$ cat src/icph_pkg.sv
// Shared types, constants and helpers for the Internet checksum unit.
`default_nettype none

package icph_pkg;

  localparam int unsigned MAX_BYTES = 8;
  localparam int unsigned CNT_W     = 4;
  localparam int unsigned PSUM_W    = 11;
  localparam logic [15:0] NO_LIMIT  = 16'hffff;

  typedef enum logic [1:0] {
    ACT_START   = 2'd0,
    ACT_ADDR    = 2'd1,
    ACT_PAYLOAD = 2'd2
  } action_e;

  typedef enum logic [1:0] {
    KIND_START   = 2'd0,
    KIND_ADDR    = 2'd1,
    KIND_PAYLOAD = 2'd2
  } kind_e;

  typedef struct packed {
    logic [1:0]  action;
    logic [7:0]  protocol;
    logic [15:0] payload_length;
    logic [15:0] byte_limit;
    logic        with_pseudo;
    logic [31:0] address_word;
    logic [31:0] payload_data;
    logic [2:0]  payload_count;
    logic        payload_last;
  } in_item_t;

  typedef struct packed {
    logic [15:0] checksum;
    logic [15:0] bytes_summed;
  } out_item_t;

  // classified item as it sits in the queue
  typedef struct packed {
    kind_e                             kind;
    logic [15:0]                       value;
    logic [15:0]                       limit;
    logic [CNT_W-1:0]                  count;
    logic [MAX_BYTES:0][PSUM_W-1:0]    even_sum;
    logic [MAX_BYTES:0][PSUM_W-1:0]    odd_sum;
    logic                              last;
  } q_entry_t;

  // end-around carry fold of a 17-bit sum into 16 bits
  function automatic logic [15:0] oc_fold17(input logic [16:0] x);
    logic [16:0] y;
    y = 17'(x[15:0]) + 17'(x[16]);
    return y[15:0];
  endfunction

endpackage

`default_nettype wire

$ cat src/icph_front.sv
// Front end: classifies items and prepares per-item byte sums.
`default_nettype none

module icph_front
  import icph_pkg::*;
#(
  parameter int unsigned BytesPerItem = 4
) (
  input  in_item_t item_i,
  output logic     push_o,
  output q_entry_t entry_o
);

  localparam logic [CNT_W-1:0] BpiCnt = CNT_W'(BytesPerItem);

  logic [63:0]      data64;
  logic [CNT_W-1:0] cnt;
  logic [16:0]      pseudo_sum;
  logic [16:0]      addr_sum;

  assign data64     = {32'd0, item_i.payload_data};
  assign cnt        = ({1'b0, item_i.payload_count} > BpiCnt) ? BpiCnt
                                                              : {1'b0, item_i.payload_count};
  assign pseudo_sum = 17'(item_i.payload_length) + 17'(item_i.protocol);
  assign addr_sum   = 17'(item_i.address_word[31:16]) + 17'(item_i.address_word[15:0]);

  always_comb begin
    logic [7:0] byte_v;
    int         pos;
    entry_o          = '0;
    entry_o.limit    = item_i.byte_limit;
    entry_o.count    = cnt;
    entry_o.last     = item_i.payload_last;
    push_o           = 1'b1;
    entry_o.kind     = KIND_PAYLOAD;
    for (int i = 0; i < MAX_BYTES; i++) begin
      byte_v = '0;
      if (i < BytesPerItem) begin
        pos    = 8 * (BytesPerItem - 1 - i);
        byte_v = 8'(data64 >> pos);
      end
      if ((i % 2) == 0) begin
        entry_o.even_sum[i+1] = entry_o.even_sum[i] + PSUM_W'(byte_v);
        entry_o.odd_sum[i+1]  = entry_o.odd_sum[i];
      end else begin
        entry_o.even_sum[i+1] = entry_o.even_sum[i];
        entry_o.odd_sum[i+1]  = entry_o.odd_sum[i] + PSUM_W'(byte_v);
      end
    end
    case (item_i.action)
      ACT_START: begin
        entry_o.kind  = KIND_START;
        entry_o.value = item_i.with_pseudo ? oc_fold17(pseudo_sum) : 16'd0;
      end
      ACT_ADDR: begin
        entry_o.kind  = KIND_ADDR;
        entry_o.value = oc_fold17(addr_sum);
      end
      ACT_PAYLOAD: begin
        entry_o.kind = KIND_PAYLOAD;
      end
      default: begin
        push_o = 1'b0;
      end
    endcase
  end

endmodule

`default_nettype wire

$ cat src/icph_fifo.sv
// Two-entry queue between front end and back end.
`default_nettype none

module icph_fifo
  import icph_pkg::*;
(
  input  logic     clk_i,
  input  logic     rst_ni,
  input  logic     push_i,
  input  q_entry_t wdata_i,
  output logic     full_o,
  output logic     empty_o,
  input  logic     pop_i,
  output q_entry_t rdata_o
);

  q_entry_t   mem_q [2];
  logic       wr_ptr_q, wr_ptr_d;
  logic       rd_ptr_q, rd_ptr_d;
  logic [1:0] fill_q, fill_d;
  logic       do_push, do_pop;

  assign full_o  = (fill_q == 2'd2);
  assign empty_o = (fill_q == 2'd0);
  assign do_push = push_i && !full_o;
  assign do_pop  = pop_i && !empty_o;
  assign rdata_o = mem_q[rd_ptr_q];

  always_comb begin
    wr_ptr_d = wr_ptr_q ^ do_push;
    rd_ptr_d = rd_ptr_q ^ do_pop;
    fill_d   = fill_q + 2'(do_push) - 2'(do_pop);
  end

  always_ff @(posedge clk_i or negedge rst_ni) begin
    if (!rst_ni) begin
      wr_ptr_q <= 1'b0;
      rd_ptr_q <= 1'b0;
      fill_q   <= 2'd0;
    end else begin
      wr_ptr_q <= wr_ptr_d;
      rd_ptr_q <= rd_ptr_d;
      fill_q   <= fill_d;
    end
  end

  always_ff @(posedge clk_i) begin
    if (do_push) begin
      mem_q[wr_ptr_q] <= wdata_i;
    end
  end

endmodule

`default_nettype wire

$ cat src/icph_back.sv
// Back end: running ones'-complement sum, byte accounting and result register.
`default_nettype none

module icph_back
  import icph_pkg::*;
(
  input  logic      clk_i,
  input  logic      rst_ni,
  input  logic      empty_i,
  input  q_entry_t  entry_i,
  output logic      pop_o,
  output logic      out_valid_o,
  input  logic      out_stall_i,
  output out_item_t out_item_o
);

  logic [15:0]      sum_q, sum_d;
  logic             odd_q, odd_d;
  logic [15:0]      left_q, left_d;
  logic [15:0]      taken_q, taken_d;
  logic             out_valid_q, out_valid_d;
  out_item_t        out_q, out_d;

  logic [CNT_W-1:0] n_take;
  logic [PSUM_W-1:0] e_sel, o_sel;
  logic [19:0]      addend;
  logic [20:0]      acc;
  logic [16:0]      fold1;
  logic [15:0]      sum_new;
  logic [16:0]      taken_inc;
  logic [15:0]      taken_new;

  assign pop_o       = !empty_i && (!out_valid_q || !out_stall_i);
  assign out_valid_o = out_valid_q;
  assign out_item_o  = out_q;

  always_comb begin
    if (left_q == NO_LIMIT || 16'(entry_i.count) <= left_q) begin
      n_take = entry_i.count;
    end else begin
      n_take = left_q[CNT_W-1:0];
    end
    e_sel = entry_i.even_sum[n_take];
    o_sel = entry_i.odd_sum[n_take];
    if (entry_i.kind == KIND_PAYLOAD) begin
      addend = odd_q ? (20'(o_sel) << 8) + 20'(e_sel) : (20'(e_sel) << 8) + 20'(o_sel);
    end else begin
      addend = 20'(entry_i.value);
    end
    acc       = 21'(sum_q) + 21'(addend);
    fold1     = 17'(acc[15:0]) + 17'(acc[20:16]);
    sum_new   = oc_fold17(fold1);
    taken_inc = 17'(taken_q) + 17'(n_take);
    taken_new = taken_inc[16] ? 16'hffff : taken_inc[15:0];
  end

  always_comb begin
    sum_d       = sum_q;
    odd_d       = odd_q;
    left_d      = left_q;
    taken_d     = taken_q;
    out_d       = out_q;
    out_valid_d = out_valid_q && out_stall_i;
    if (pop_o) begin
      case (entry_i.kind)
        KIND_START: begin
          sum_d   = entry_i.value;
          odd_d   = 1'b0;
          taken_d = '0;
          left_d  = entry_i.limit;
        end
        KIND_ADDR: begin
          sum_d = sum_new;
        end
        KIND_PAYLOAD: begin
          sum_d   = sum_new;
          odd_d   = odd_q ^ n_take[0];
          taken_d = taken_new;
          if (left_q != NO_LIMIT) begin
            left_d = left_q - 16'(n_take);
          end
          if (entry_i.last) begin
            out_valid_d        = 1'b1;
            out_d.checksum     = ~sum_new;
            out_d.bytes_summed = taken_new;
            sum_d   = '0;
            odd_d   = 1'b0;
            taken_d = '0;
            left_d  = '0;
          end
        end
        default: begin
          sum_d = sum_q;
        end
      endcase
    end
  end

  always_ff @(posedge clk_i or negedge rst_ni) begin
    if (!rst_ni) begin
      sum_q       <= '0;
      odd_q       <= 1'b0;
      left_q      <= '0;
      taken_q     <= '0;
      out_valid_q <= 1'b0;
    end else begin
      sum_q       <= sum_d;
      odd_q       <= odd_d;
      left_q      <= left_d;
      taken_q     <= taken_d;
      out_valid_q <= out_valid_d;
    end
  end

  always_ff @(posedge clk_i) begin
    out_q <= out_d;
  end

endmodule

`default_nettype wire

$ cat src/internet_checksum_pseudo_header_unit.sv
// Internet checksum unit with optional pseudo header: front end, queue, back end.
// A final payload item's result is written to the output register when the back end pops it.
// Throughput: one item per cycle while the output is not stalled, bounded by the sum update in the back end.
// The two-entry queue absorbs output stalls; input stalls only when it is full.
// Reset (asynchronous, active low) clears the sum, parity, byte counters and queue.
`default_nettype none

module internet_checksum_pseudo_header_unit
  import icph_pkg::*;
#(
  parameter int unsigned BytesPerItem = 4
) (
  input  logic      clk_i,
  input  logic      rst_ni,
  input  logic      in_valid_i,
  output logic      in_stall_o,
  input  in_item_t  in_item_i,
  output logic      out_valid_o,
  input  logic      out_stall_i,
  output out_item_t out_item_o
);

  q_entry_t front_entry, q_entry;
  logic     front_push, q_full, q_empty, q_pop;

  icph_front #(
    .BytesPerItem(BytesPerItem)
  ) u_front (
    .item_i (in_item_i),
    .push_o (front_push),
    .entry_o(front_entry)
  );

  icph_fifo u_fifo (
    .clk_i  (clk_i),
    .rst_ni (rst_ni),
    .push_i (in_valid_i && front_push),
    .wdata_i(front_entry),
    .full_o (q_full),
    .empty_o(q_empty),
    .pop_i  (q_pop),
    .rdata_o(q_entry)
  );

  icph_back u_back (
    .clk_i      (clk_i),
    .rst_ni     (rst_ni),
    .empty_i    (q_empty),
    .entry_i    (q_entry),
    .pop_o      (q_pop),
    .out_valid_o(out_valid_o),
    .out_stall_i(out_stall_i),
    .out_item_o (out_item_o)
  );

  assign in_stall_o = q_full;

endmodule

`default_nettype wire

$ cat config.mk
export PLATFORM = sky130hd
export DESIGN_NAME = internet_checksum_pseudo_header_unit
export DESIGN_NICKNAME = d
export VERILOG_FILES = /design/src/icph_pkg.sv /design/src/icph_front.sv /design/src/icph_fifo.sv /design/src/icph_back.sv /design/src/internet_checksum_pseudo_header_unit.sv
export SDC_FILE = /design/constraint.sdc
export NUM_CORES = 1
export LEC_CHECK = 0
export BUFFER_PORTS_ARGS = -buffer_cell sky130_fd_sc_hd__buf_2
export CAP_MARGIN = 30
export CORE_ASPECT_RATIO = 1.25
export CORE_UTILIZATION = 45
export CTS_BUF_LIST = sky130_fd_sc_hd__clkbuf_4 sky130_fd_sc_hd__clkbuf_8 sky130_fd_sc_hd__clkbuf_16
export CTS_CLUSTER_SIZE = 10
export DETAILED_ROUTE_END_ITERATION = 16
export GPL_TIMING_DRIVEN = 0
export PLACE_DENSITY = 0.69
export SLEW_MARGIN = 20
export SYNTH_ARGS = -nofsm -noshare
export SYNTH_HDL_FRONTEND = slang
export SYNTH_HIERARCHICAL = 1
export SYNTH_SLANG_ARGS = --single-unit
$ cat constraint.sdc
create_clock -name clk_i -period 10.4 [get_ports clk_i]
set_input_delay 0.52 -clock clk_i [delete_from_list [all_inputs] [get_ports clk_i]]
set_output_delay 0.52 -clock clk_i [all_outputs]
set_load 0.01 [all_outputs]
Yosys cells after proc, flatten, opt, wreduce, memory -nomap -nowiden
Memory sizes are Yosys's and may differ from the RTL's.
Index checks and enable logic that the tools add are counted.
{ "totals": {"regBits": 86, "mem_bits_rw": 338, "output_inout_bits": 34, "mem_count": 1} }
{ "memory_table": {"columns": ["name", "depth", "width", "read_ports", "rd_clocked_by_memory_dff", "wr", "line_no", "rtl"], "rows": [
  ["u_fifo.mem_q", 2, 169, 1, 0, 1, "icph_fifo.sv:17", "q_entry_t mem_q [2];"]
]} }
{ "classes": {"n_addsub": 15, "n_lt_le_gt_ge": 3, "n_eq_ne": 8, "mux": 27, "n_bitwise": 4, "n_reduce_logical": 21} }
{ "ops": {"columns": ["cell", "count"], "rows": [
  ["$mux 16", 6],
  ["$pmux 16 s2", 3],
  ["$bmux 11 s4", 2],
  ["$add 16x1->16", 3],
  ["$pmux 16 s3", 1],
  ["$add 19x11->20", 2],
  ["$mux 20", 2],
  ["$mux 11", 2],
  ["$add 16x20->21", 1],
  ["$add 8x8->9", 2],
  ["$add 16x16->17", 1],
  ["$add 16x4->17", 1],
  ["$add 16x5->17", 1],
  ["$add 16x8->17", 1],
  ["$eq 16x16->1 const B", 1],
  ["$le 4x16->1", 1],
  ["$ne 16x16->1 const B", 1],
  ["$not 16->16", 1],
  ["$sub 16x4->16", 1],
  ["$mux 1", 7],
  ["$eq 2x2->1 const B", 3],
  ["$logic_not 2->1", 3],
  ["$reduce_and 3->1", 2],
  ["$logic_and 1x1->1", 5],
  ["17 further kinds", 25]
]} }

Logic depth before layout (Yosys ltp)
Gate-level depths: netlist of the first run.
An unclocked memory read counts as a cell.
{ "logic_depth": {"depth_word": 14, "depth_mapped": 60, "mapped_depth_nobuf": 53} }

Modules after synthesis
Netlist of the first run, hierarchy kept.
{ "modules_own_cells": {"columns": ["module", "instances", "cells_per_inst", "area_each_um2", "seq_area_each_um2"], "rows": [
  ["icph_fifo", 1, 757, 17407.9, 14333.7],
  ["icph_back", 1, 1014, 8351.8, 2212.1],
  ["icph_front", 1, 591, 4438.0, 0.0],
  ["internet_checksum_pseudo_header_unit", 1, 1, 6.3, 0.0]
]} }

Least setup slack after synthesis of the first run
No wires, ideal clock.
{ "synth_path": {"path_kind": "register to register", "startpoint": "register u_fifo.rd_ptr_q", "endpoint": "register u_back.sum_q[13]", "setup_time_ps": 125, "arrival_time_ps": 10214, "required_time_ps": 10275, "path_slack_ps": 62, "stages_incl_launch_ff": 54, "path_cell_list": "dfrtp_1 > buf_6 > buf_6 > mux2_2 > ha_1 > nor2b_1 > o211a_1 > o21ai_1 > nor3_2 > nor2_1 > buf_2 > buf_2 > buf_1 > buf_1 > a311oi_1 > a31oi_1 > o21ai_0 > ha_1 > [18 not listed] > inv_1 > a21oi_1 > o21bai_1 > a21oi_1 > nor2b_1 > and3b_1 > nand2_1 > nor3_1 > ha_1 > nand3_1 > nand3b_1 > nor3_1 > nand2_1 > nor4_1 > nand3_1 > xor2_1 > o2bb2ai_1 > mux2_2"} }
{ "synth_lines": {"columns": ["element", "line_no", "rtl"], "rows": [
  ["start: declaration", "icph_fifo.sv:19", "logic rd_ptr_q, rd_ptr_d;"],
  ["start signal: assignment", "icph_fifo.sv:42", "rd_ptr_q <= rd_ptr_d;"],
  ["end signal: assignment", "icph_back.sv:107", "sum_q <= sum_d;"],
  ["end: declaration", "icph_back.sv:17", "logic [15:0] sum_q, sum_d;"]
]} }

==> impl_metrics.csv, run 1 <==
group,metric,value,unit
clocking,clk-insertion-delay-late,0.61,ns
worst_setup_path,critical_path.startpoint_type,"flip-flop",
clocking,cts-root-to-sink-buffers,3,
placed_design,place.gp.congestion,0.887,
synthesis,ys_seq_elements,560,
worst_setup_path,regToRegStartpoint,"u_fifo/rd_ptr_q",
timing,final_critical_path_required_period,10.32,ns
timing,tightest_slew,0.856,ns
clocking,cts_tree,"done",
worst_setup_path,crit_required,10.89,ns
global_route,grt_util_all_layers,0.227,
finish,fin_area,36300,µm²
worst_setup_path,worst_path_most_repeated_cell,"buf_4",
placed_design,numPortBuffers,131,
global_route,grt_antenna_before_repair,2,
clocking,tritoncts.num_buffers,66,
finish,fillers,5429,
worst_hold_path,timing.hold.worst.class,"primary input to flip-flop",
route,vias_per_cell,5.57,
route,wire_per_inst,21.6,µm
placed_design,dp_hpwl,53700,µm
worst_setup_path,cp-end-kind,"flip-flop",
power_and_ir_drop,static_leakage,14.1,nW
clocking,cts.reportedPaths.clkPinSlew,0.06,ns
route,route.met3.wl,4320,µm
worst_setup_path,critical_path_arrival,10.80,ns
power_and_ir_drop,power_density,320,nW/µm²
worst_setup_path,reg2reg_setup_slack,0.08,ns
worst_setup_path,cp_top_family,"compound AO/OA/AOI/OAI gates",
route,via_count_of_the_routed_design,20200,
floorplan,placementRows,105,
finish,final_layout_size_suffix_gt1_frac,0.370,
worst_setup_path,timing.critical_path.slowest_stage_cell,"dfrtp_2",
power_and_ir_drop,vdd_drop_max,0.180,mV
floorplan,die_area,68200,µm²
worst_setup_path,cp.buffers_inverters,19,
power_and_ir_drop,total_power,11.6,mW
worst_setup_path,timing.critical_path.slowest_cell_delay,0.54,ns
finish,syn2layout_area_growth,20.2,%
timing,timing.slew.headroom,0.426,
synthesis,postSynthCellCount,2363,
finish,instances_no_fill,3626,
global_route,first_global_vias,20500,
worst_setup_path,timing.critical_path.to,"u_back/sum_q[13]",
clocking,clockRootBuffer,"clkbuf_16",
placed_design,placedCellCount,3429,
floorplan,die-width,234,µm
floorplan,core_region_area,66000,µm²
worst_setup_path,critical_path_depth,58,
clocking,clock_tree.htree_level_count,3,
route,route.layer.met1.wl,30800,µm
route,first_iter_violations,1550,
worst_setup_path,timing_worst_setup_path_type,"flip-flop to flip-flop",
timing,fin_tns_setup,0,ns
timing,final-setup-viol-count,0,
route,drcViolationCount,0,
worst_setup_path,r2r_end,"u_back/sum_q[13]",
run,cap_viol_max_count,0,
route,routed.top_layer,"met5",
worst_setup_path,cp_max_fo,6,
synthesis,post_synthesis_cell_area,30200,µm²
timing,setup_repair_after_global_routing_missed_its_margin,"yes",
global_route,grt_start_max_net_pins,55,
synthesis,synth-edff-count,506,
finish,antenna_cells,0,
timing,skew,0.0220,ns
finish,design.final.nets,2963,
timing,post-route-period-util,0.992,
global_route,grt_overflow_total,0,
placed_design,detailed_place.area,32500,µm²
clocking,clock_sink_count,560,
synthesis,post_synth.cell_area_avg,12.8,µm²
worst_setup_path,critical_path_start,"u_fifo/rd_ptr_q",
worst_setup_path,worst-r2r-cell-count,58,
status,outcome,"finished, final reports clean",
route,first_pass_iters,7,
timing,hold_viol,0,
route,drt_wl_total,78300,µm
synthesis,sequential_to_total_area_share_from_yosys_stat,0.548,
floorplan,start_util,0.458,
synthesis,synth.yosys.warnings,6,
floorplan,chipHeight,292,µm
synthesis,synth_cell_types,112,
route,detail-route-antenna-nets,0,
synthesis,synthFlopType,"edfxtp_1",
route,detailroute.wirelength.met2,39700,µm
floorplan,top_level_ports,149,
global_route,grt_first_pass_wirelength,118000,µm
synthesis,async_reset_ff_frac,0.0964,
timing,highest_clock_rate,96.9,MHz
timing,slew_violations,0,
==> report_power, final <==
part           switching (mW)  leakage, nW  internal (mW)
clock network           0.871        0.962           1.25
logic                    3.59         7.78           2.63
registers               0.176         5.37           3.10
==> placed cells by master (no fill, tap or decap), drive strengths merged, types with 21 or more instances in the layout <==
cell,count
inv,80
nor3,38
and3,30
nor2,80
xor2,54
buf,498
nand4,23
edfxtp,506
conb,69
dfrtp,54
nand3,40
a21oi,100
ha,94
nand2,169
mux2,248
a21o,33
a22o,21
clkbuf,123
o21ai,83
xnor2,72
==> repair_timing <==
action,CTS,global route
hold endpoints to repair,6,0
hold buffers,1,0
pin swaps,39,73
buffers inserted,67,38
setup endpoints to repair,32,19
cloned,1,2
gates resized for setup,159,95
==> per-stage QoR <==
stage / utilization / setup WS, ns / hold slack [ns]
CTS: 0.539 / 0.00811 / 0.0762
global placement: 0.488 / -3.56 / 0.475
finish: 0.551 / 0.0845 / 0.0977
global route: 0.551 / -0.237 / 0.0897
floorplan: - / 0.0616 / 0.224
detailed placement: 0.493 / -3.68 / 0.490
==> area by class of cell <==
class | instances | area (µm²) | area share
buffer | 286 | 2320 | 0.0638
clock buffer | 85 | 1820 | 0.0501
clock inverter | 7 | 105 | 0.00289
inverter | 80 | 312 | 0.00858
multi-input combinational | 1500 | 12300 | 0.339
sequential | 560 | 16500 | 0.456
tap | 856 | 1070 | 0.0295
timing repair buffer | 252 | 1820 | 0.0502
==> kinds of logic (layout without fill, tap and decap cells) <==
logic type,after synthesis,count (layout),share of synthesized area
AOI/OAI and AO/OA,437,437,0.102
xor gates and xnor gates,126,126,0.0370
adders and majority gates,103,103,0.0446
buffers and inverters,370,710,0.0805
DFF,560,560,0.548
muxes,270,270,0.102
other,2,69,0.000249
and+or+nand+nor,495,495,0.0858
==> how the worst min path moves through the flow <==
stage	start	endpoint	slack [ns]	cells after the start
after floorplan	rst_ni	u_back/left_q[0]	0.22	0
final	in_item_i[71]	u_fifo/mem_q[1][205]	0.1	1
after CTS	in_item_i[71]	u_fifo/mem_q[1][205]	0.08	1
after global placement	u_back/sum_q[4]	u_back/sum_q[4]	0.48	2
after global routing	in_item_i[71]	u_fifo/mem_q[0][205]	0.09	1
after detailed placement	u_back/sum_q[10]	u_back/sum_q[10]	0.49	1
==> registers in the layout, indices dropped and copies added, names as in the netlist <==
| register | count |
|---|---|
| u_back/odd_q | 1 |
| u_back/taken_q | 16 |
| u_back/out_item_o | 32 |
| u_back/out_valid_o | 1 |
| u_back/left_q | 16 |
| u_fifo/fill_q | 2 |
| u_fifo/rd_ptr_q | 1 |
| u_fifo/mem_q | 474 |
| u_back/sum_q | 16 |
| u_fifo/wr_ptr_q | 1 |
==> synthesized netlist by cell type (16+ instances only) <==
master | n | area share
nor2_1 | 78 | 0.0097
buf_6 | 28 | 0.010
o21ai_0 | 77 | 0.013
edfxtp_1 | 506 | 0.50
o22ai_1 | 19 | 0.0039
a22o_1 | 21 | 0.0061
xor2_1 | 53 | 0.015
nand4_1 | 22 | 0.0046
mux2_2 | 246 | 0.092
buf_4 | 202 | 0.050
dfrtp_1 | 54 | 0.045
nor2b_1 | 18 | 0.0037
a21oi_1 | 96 | 0.016
a21o_1 | 29 | 0.0072
a31oi_1 | 16 | 0.0033
inv_1 | 76 | 0.0094
and3_1 | 29 | 0.0060
ha_1 | 94 | 0.039
clkbuf_1 | 36 | 0.0045
nand2_1 | 167 | 0.021
nor3_1 | 34 | 0.0056
nand3_1 | 39 | 0.0065
xnor2_1 | 71 | 0.021
mux2i_1 | 17 | 0.0056
nand2b_1 | 17 | 0.0035
==> routing by layer <==
layer | GRT usage | up-vias
li1 | - | 9359
met5 | 0 | -
met2 | 0.399 | 670
met4 | 0.0965 | 4
met3 | 0.0332 | 172
met1 | 0.274 | 9987
Note: power is estimated with default switching activity, not from simulation.
==> inputs of run 2 (changes only) <==
--- a/config.mk
+++ b/config.mk
@@ -5,6 +5,7 @@
 export SDC_FILE = /design/constraint.sdc
 export NUM_CORES = 1
 export LEC_CHECK = 0
+export ABC_AREA = 1
 export BUFFER_PORTS_ARGS = -buffer_cell sky130_fd_sc_hd__buf_2
 export CAP_MARGIN = 30
 export CORE_ASPECT_RATIO = 1.25
==> run 2 against run 1 <==
Effect of this change: final cell count grew 33%; clock skew shrank 0.0067 ns; sequential share of layout area shrank 0.69 points; sequential power is essentially flat; global-route usage grew 0.70 points; synthesized cell count grew 49%; fmax grew 4.8%; largest power group unchanged.
==> impl_metrics.csv, run 2 <==
group,metric,value,unit
timing,highest_clock_rate,102,MHz
global_route,first_global_vias,22800,
floorplan,top_level_ports,149,
power_and_ir_drop,clock_power_share,0.176,
synthesis,synthFlopType,"edfxtp_1",
clocking,clk-insertion-delay-late,0.59,ns
timing,post-route-period-util,0.947,
route,drcViolationCount,0,
run,cap_viol_max_count,0,
timing,holdWs,0.0115,ns
finish,syn2layout_area_growth,16.9,%
clocking,cts.reportedPaths.clkPinSlew,0.05,ns
worst_setup_path,crit_required,10.86,ns
power_and_ir_drop,total_power,12.0,mW
floorplan,die-width,239,µm
finish,fillers,6170,
synthesis,sequential_to_total_area_share_from_yosys_stat,0.525,
route,first_iter_violations,2247,
power_and_ir_drop,power.net_switching,5.34,mW
power_and_ir_drop,power.combinational.fraction,0.551,
route,wire_per_inst,17.2,µm
finish,design.final.nets,4074,
synthesis,synth.yosys.warnings,6,
worst_setup_path,timing.critical_path.slowest_cell_delay,0.37,ns
floorplan,die_area,71100,µm²
synthesis,synth_cell_types,62,
finish,final_layout_size_suffix_gt1_frac,0.199,
route,drt_wl_total,82900,µm
placed_design,numPortBuffers,131,
power_and_ir_drop,power.internal,6.63,mW
status,outcome,"finished, final reports clean",
floorplan,start_util,0.455,
global_route,grt_first_pass_wirelength,127000,µm
synthesis,synth_largest_area_cell,"edfxtp_1",
power_and_ir_drop,vdd_drop_max,0.201,mV
timing,fin_tns_setup,0,ns
synthesis,async_reset_ff_frac,0.0964,
finish,multi_input_area,12000,µm²
finish,largest-register,"u_fifo/mem_q",
placed_design,dp_hpwl,59900,µm
timing,timing.slew.headroom,0.328,
synthesis,synth.area.top_cells,"edfxtp_1, nand2_1, buf_4",
global_route,grt_util_all_layers,0.234,
floorplan,chipHeight,298,µm
synthesis,yosys.area_share.simple,0.245,
global_route,grt_overflow_total,0,
finish,antenna_cells,0,
finish,fin_area,36900,µm²
worst_setup_path,worst-r2r-cell-count,68,
route,detail-route-antenna-nets,0,
worst_setup_path,critical_path.startpoint_type,"flip-flop",
finish,layout.cells.most_common,"nand2_1",
worst_setup_path,r2r_end,"u_back/sum_q[14]",
floorplan,placementRows,108,
power_and_ir_drop,power.share.sequential,0.273,
clocking,clock_tree.htree_level_count,3,
floorplan,core_region_area,69300,µm²
power_and_ir_drop,static_leakage,16.9,nW
timing,hold_viol,0,
synthesis,yosys.area_share.xor_xnor,0.0147,
route,first_pass_iters,5,
worst_setup_path,cp-end-kind,"flip-flop",
clocking,tritoncts.num_buffers,67,
worst_setup_path,timing.critical_path.slowest_stage_cell,"dfrtp_1",
clocking,clock_sink_count,560,
timing,tightest_slew,1.00,ns
power_and_ir_drop,sw_ratio,0.446,
worst_setup_path,worst_path_most_repeated_cell,"nand2_1",
worst_setup_path,regToRegStartpoint,"u_fifo/rd_ptr_q",
synthesis,post_synth.cell_area_avg,8.94,µm²
synthesis,post_synth_most_frequent_cells,"nand2_1, edfxtp_1, inv_1",
route,vias_per_cell,5.06,
timing,final-setup-viol-count,0,
synthesis,postSynthCellCount,3529,
synthesis,synth.area.mux_share,0,
synthesis,synth_compound_area_frac,0.0569,
timing,slew_violations,0,
synthesis,yosysMostFrequentCell,"nand2_1",
timing,skew,0.0153,ns
route,via_count_of_the_routed_design,24400,
placed_design,place.gp.congestion,0.928,
synthesis,synth-edff-count,506,
worst_hold_path,timing.hold.worst.class,"primary input to async pin",
finish,instances_no_fill,4822,
synthesis,post_synthesis_cell_area,31500,µm²
clocking,cts_tree,"done",
global_route,grt_antenna_before_repair,1,
timing,final_critical_path_required_period,9.85,ns
finish,layout_common_cells,"nand2_1, edfxtp_1, inv_1",
synthesis,yosysTopAreaCellShare,0.482,
worst_setup_path,critical_path_arrival,10.30,ns
synthesis,ys_seq_elements,560,
global_route,grt_start_max_net_pins,55,
clocking,clockRootBuffer,"clkbuf_16",
clocking,cts-root-to-sink-buffers,3,
finish,largest_reg_flops,474,
synthesis,synth_top_family_by_area,"simple AND/OR/NAND/NOR gates",
finish,seq_area,16500,µm²
worst_setup_path,reg2reg_setup_slack,0.55,ns
synthesis,synth-adder-area-share,0.0424,
power_and_ir_drop,power_density,325,nW/µm²
placed_design,detailed_place.area,34000,µm²
worst_setup_path,timing_worst_setup_path_type,"flip-flop to flip-flop",
worst_setup_path,cp_max_fo,12,
placed_design,placedCellCount,4678,
run 2: logic make-up after synthesis:
kind of cell | count (synthesis)
adder cells (fa/ha/maj) | 102
other | 2
buffers and inverters | 670
flip-flops | 560
AND/OR/NAND/NOR | 1842
AO/OA/AOI/OAI | 300
XOR/XNOR | 53
run 2: worst max-delay path: cells and delay by family (launching register included):
| kind | cells | cell delay [ns] |
|---|---|---|
| and+or+nand+nor | 36 | 4.01 |
| AOI/OAI and AO/OA | 12 | 2.08 |
| adders and majority gates | 7 | 1.70 |
| buffers and inverters | 12 | 1.35 |
| DFF | 1 | 0.37 |
| xor gates and xnor gates | 1 | 0.18 |
run 2: repair_timing:
item | 4_1_cts | 5_1_grt
endpoints found under the setup margin | 32 | 19
buffers inserted | 18 | 30
gates resized for setup | 71 | 120
hold buffers | 0 | 0
gates cloned | 0 | 1
pin swaps | 15 | 36
run 2: power groups by stage:
stage / Combinational (mW) / Sequential, mW / Clock, mW
CTS: 6.19 / 3.26 / 2.15
global placement: 5.81 / 3.46 / 0
global route: 7.25 / 3.30 / 2.24
finish: 6.59 / 3.27 / 2.11
floorplan: 4.13 / 3.39 / 0
detailed placement: 5.95 / 3.31 / 0
run 2: stage by stage:
stage               worst slack, ns  utilization
finish                        0.555        0.532
global route                -0.0894        0.532
CTS                         0.00402        0.523
detailed placement            -1.97        0.490
global placement              -1.79        0.485
floorplan                      1.31            -
run 2: worst max path at each step:
stage	from	to	slack [ns]	depth (start not counted)
after detailed placement	u_fifo/rd_ptr_q	u_back/sum_q[14]	-1.97	71
after global routing	u_fifo/rd_ptr_q	u_back/sum_q[14]	-0.09	70
after CTS	u_fifo/rd_ptr_q	u_back/sum_q[14]	0.004	73
final	u_fifo/rd_ptr_q	u_back/sum_q[14]	0.55	68
after global placement	u_fifo/rd_ptr_q	u_back/sum_q[14]	-1.79	71
after floorplan	u_fifo/rd_ptr_q	u_back/sum_q[14]	1.31	73
run 2: metal layers:
layer,routed length [µm],track usage
met1,33600,0.297
met2,40400,0.389
met3,5130,0.0327
met4,3790,0.115
met5,11,0
run 2: area by class of cell:
cell class	count	area share
Clock inverter	5	0.00115
Inverter	358	0.0367
Multi-Input combinational cell	2366	0.326
Clock buffer	94	0.0516
Buffer	307	0.0671
Tap cell	935	0.0317
Timing Repair Buffer	197	0.0369
Sequential cell	560	0.449
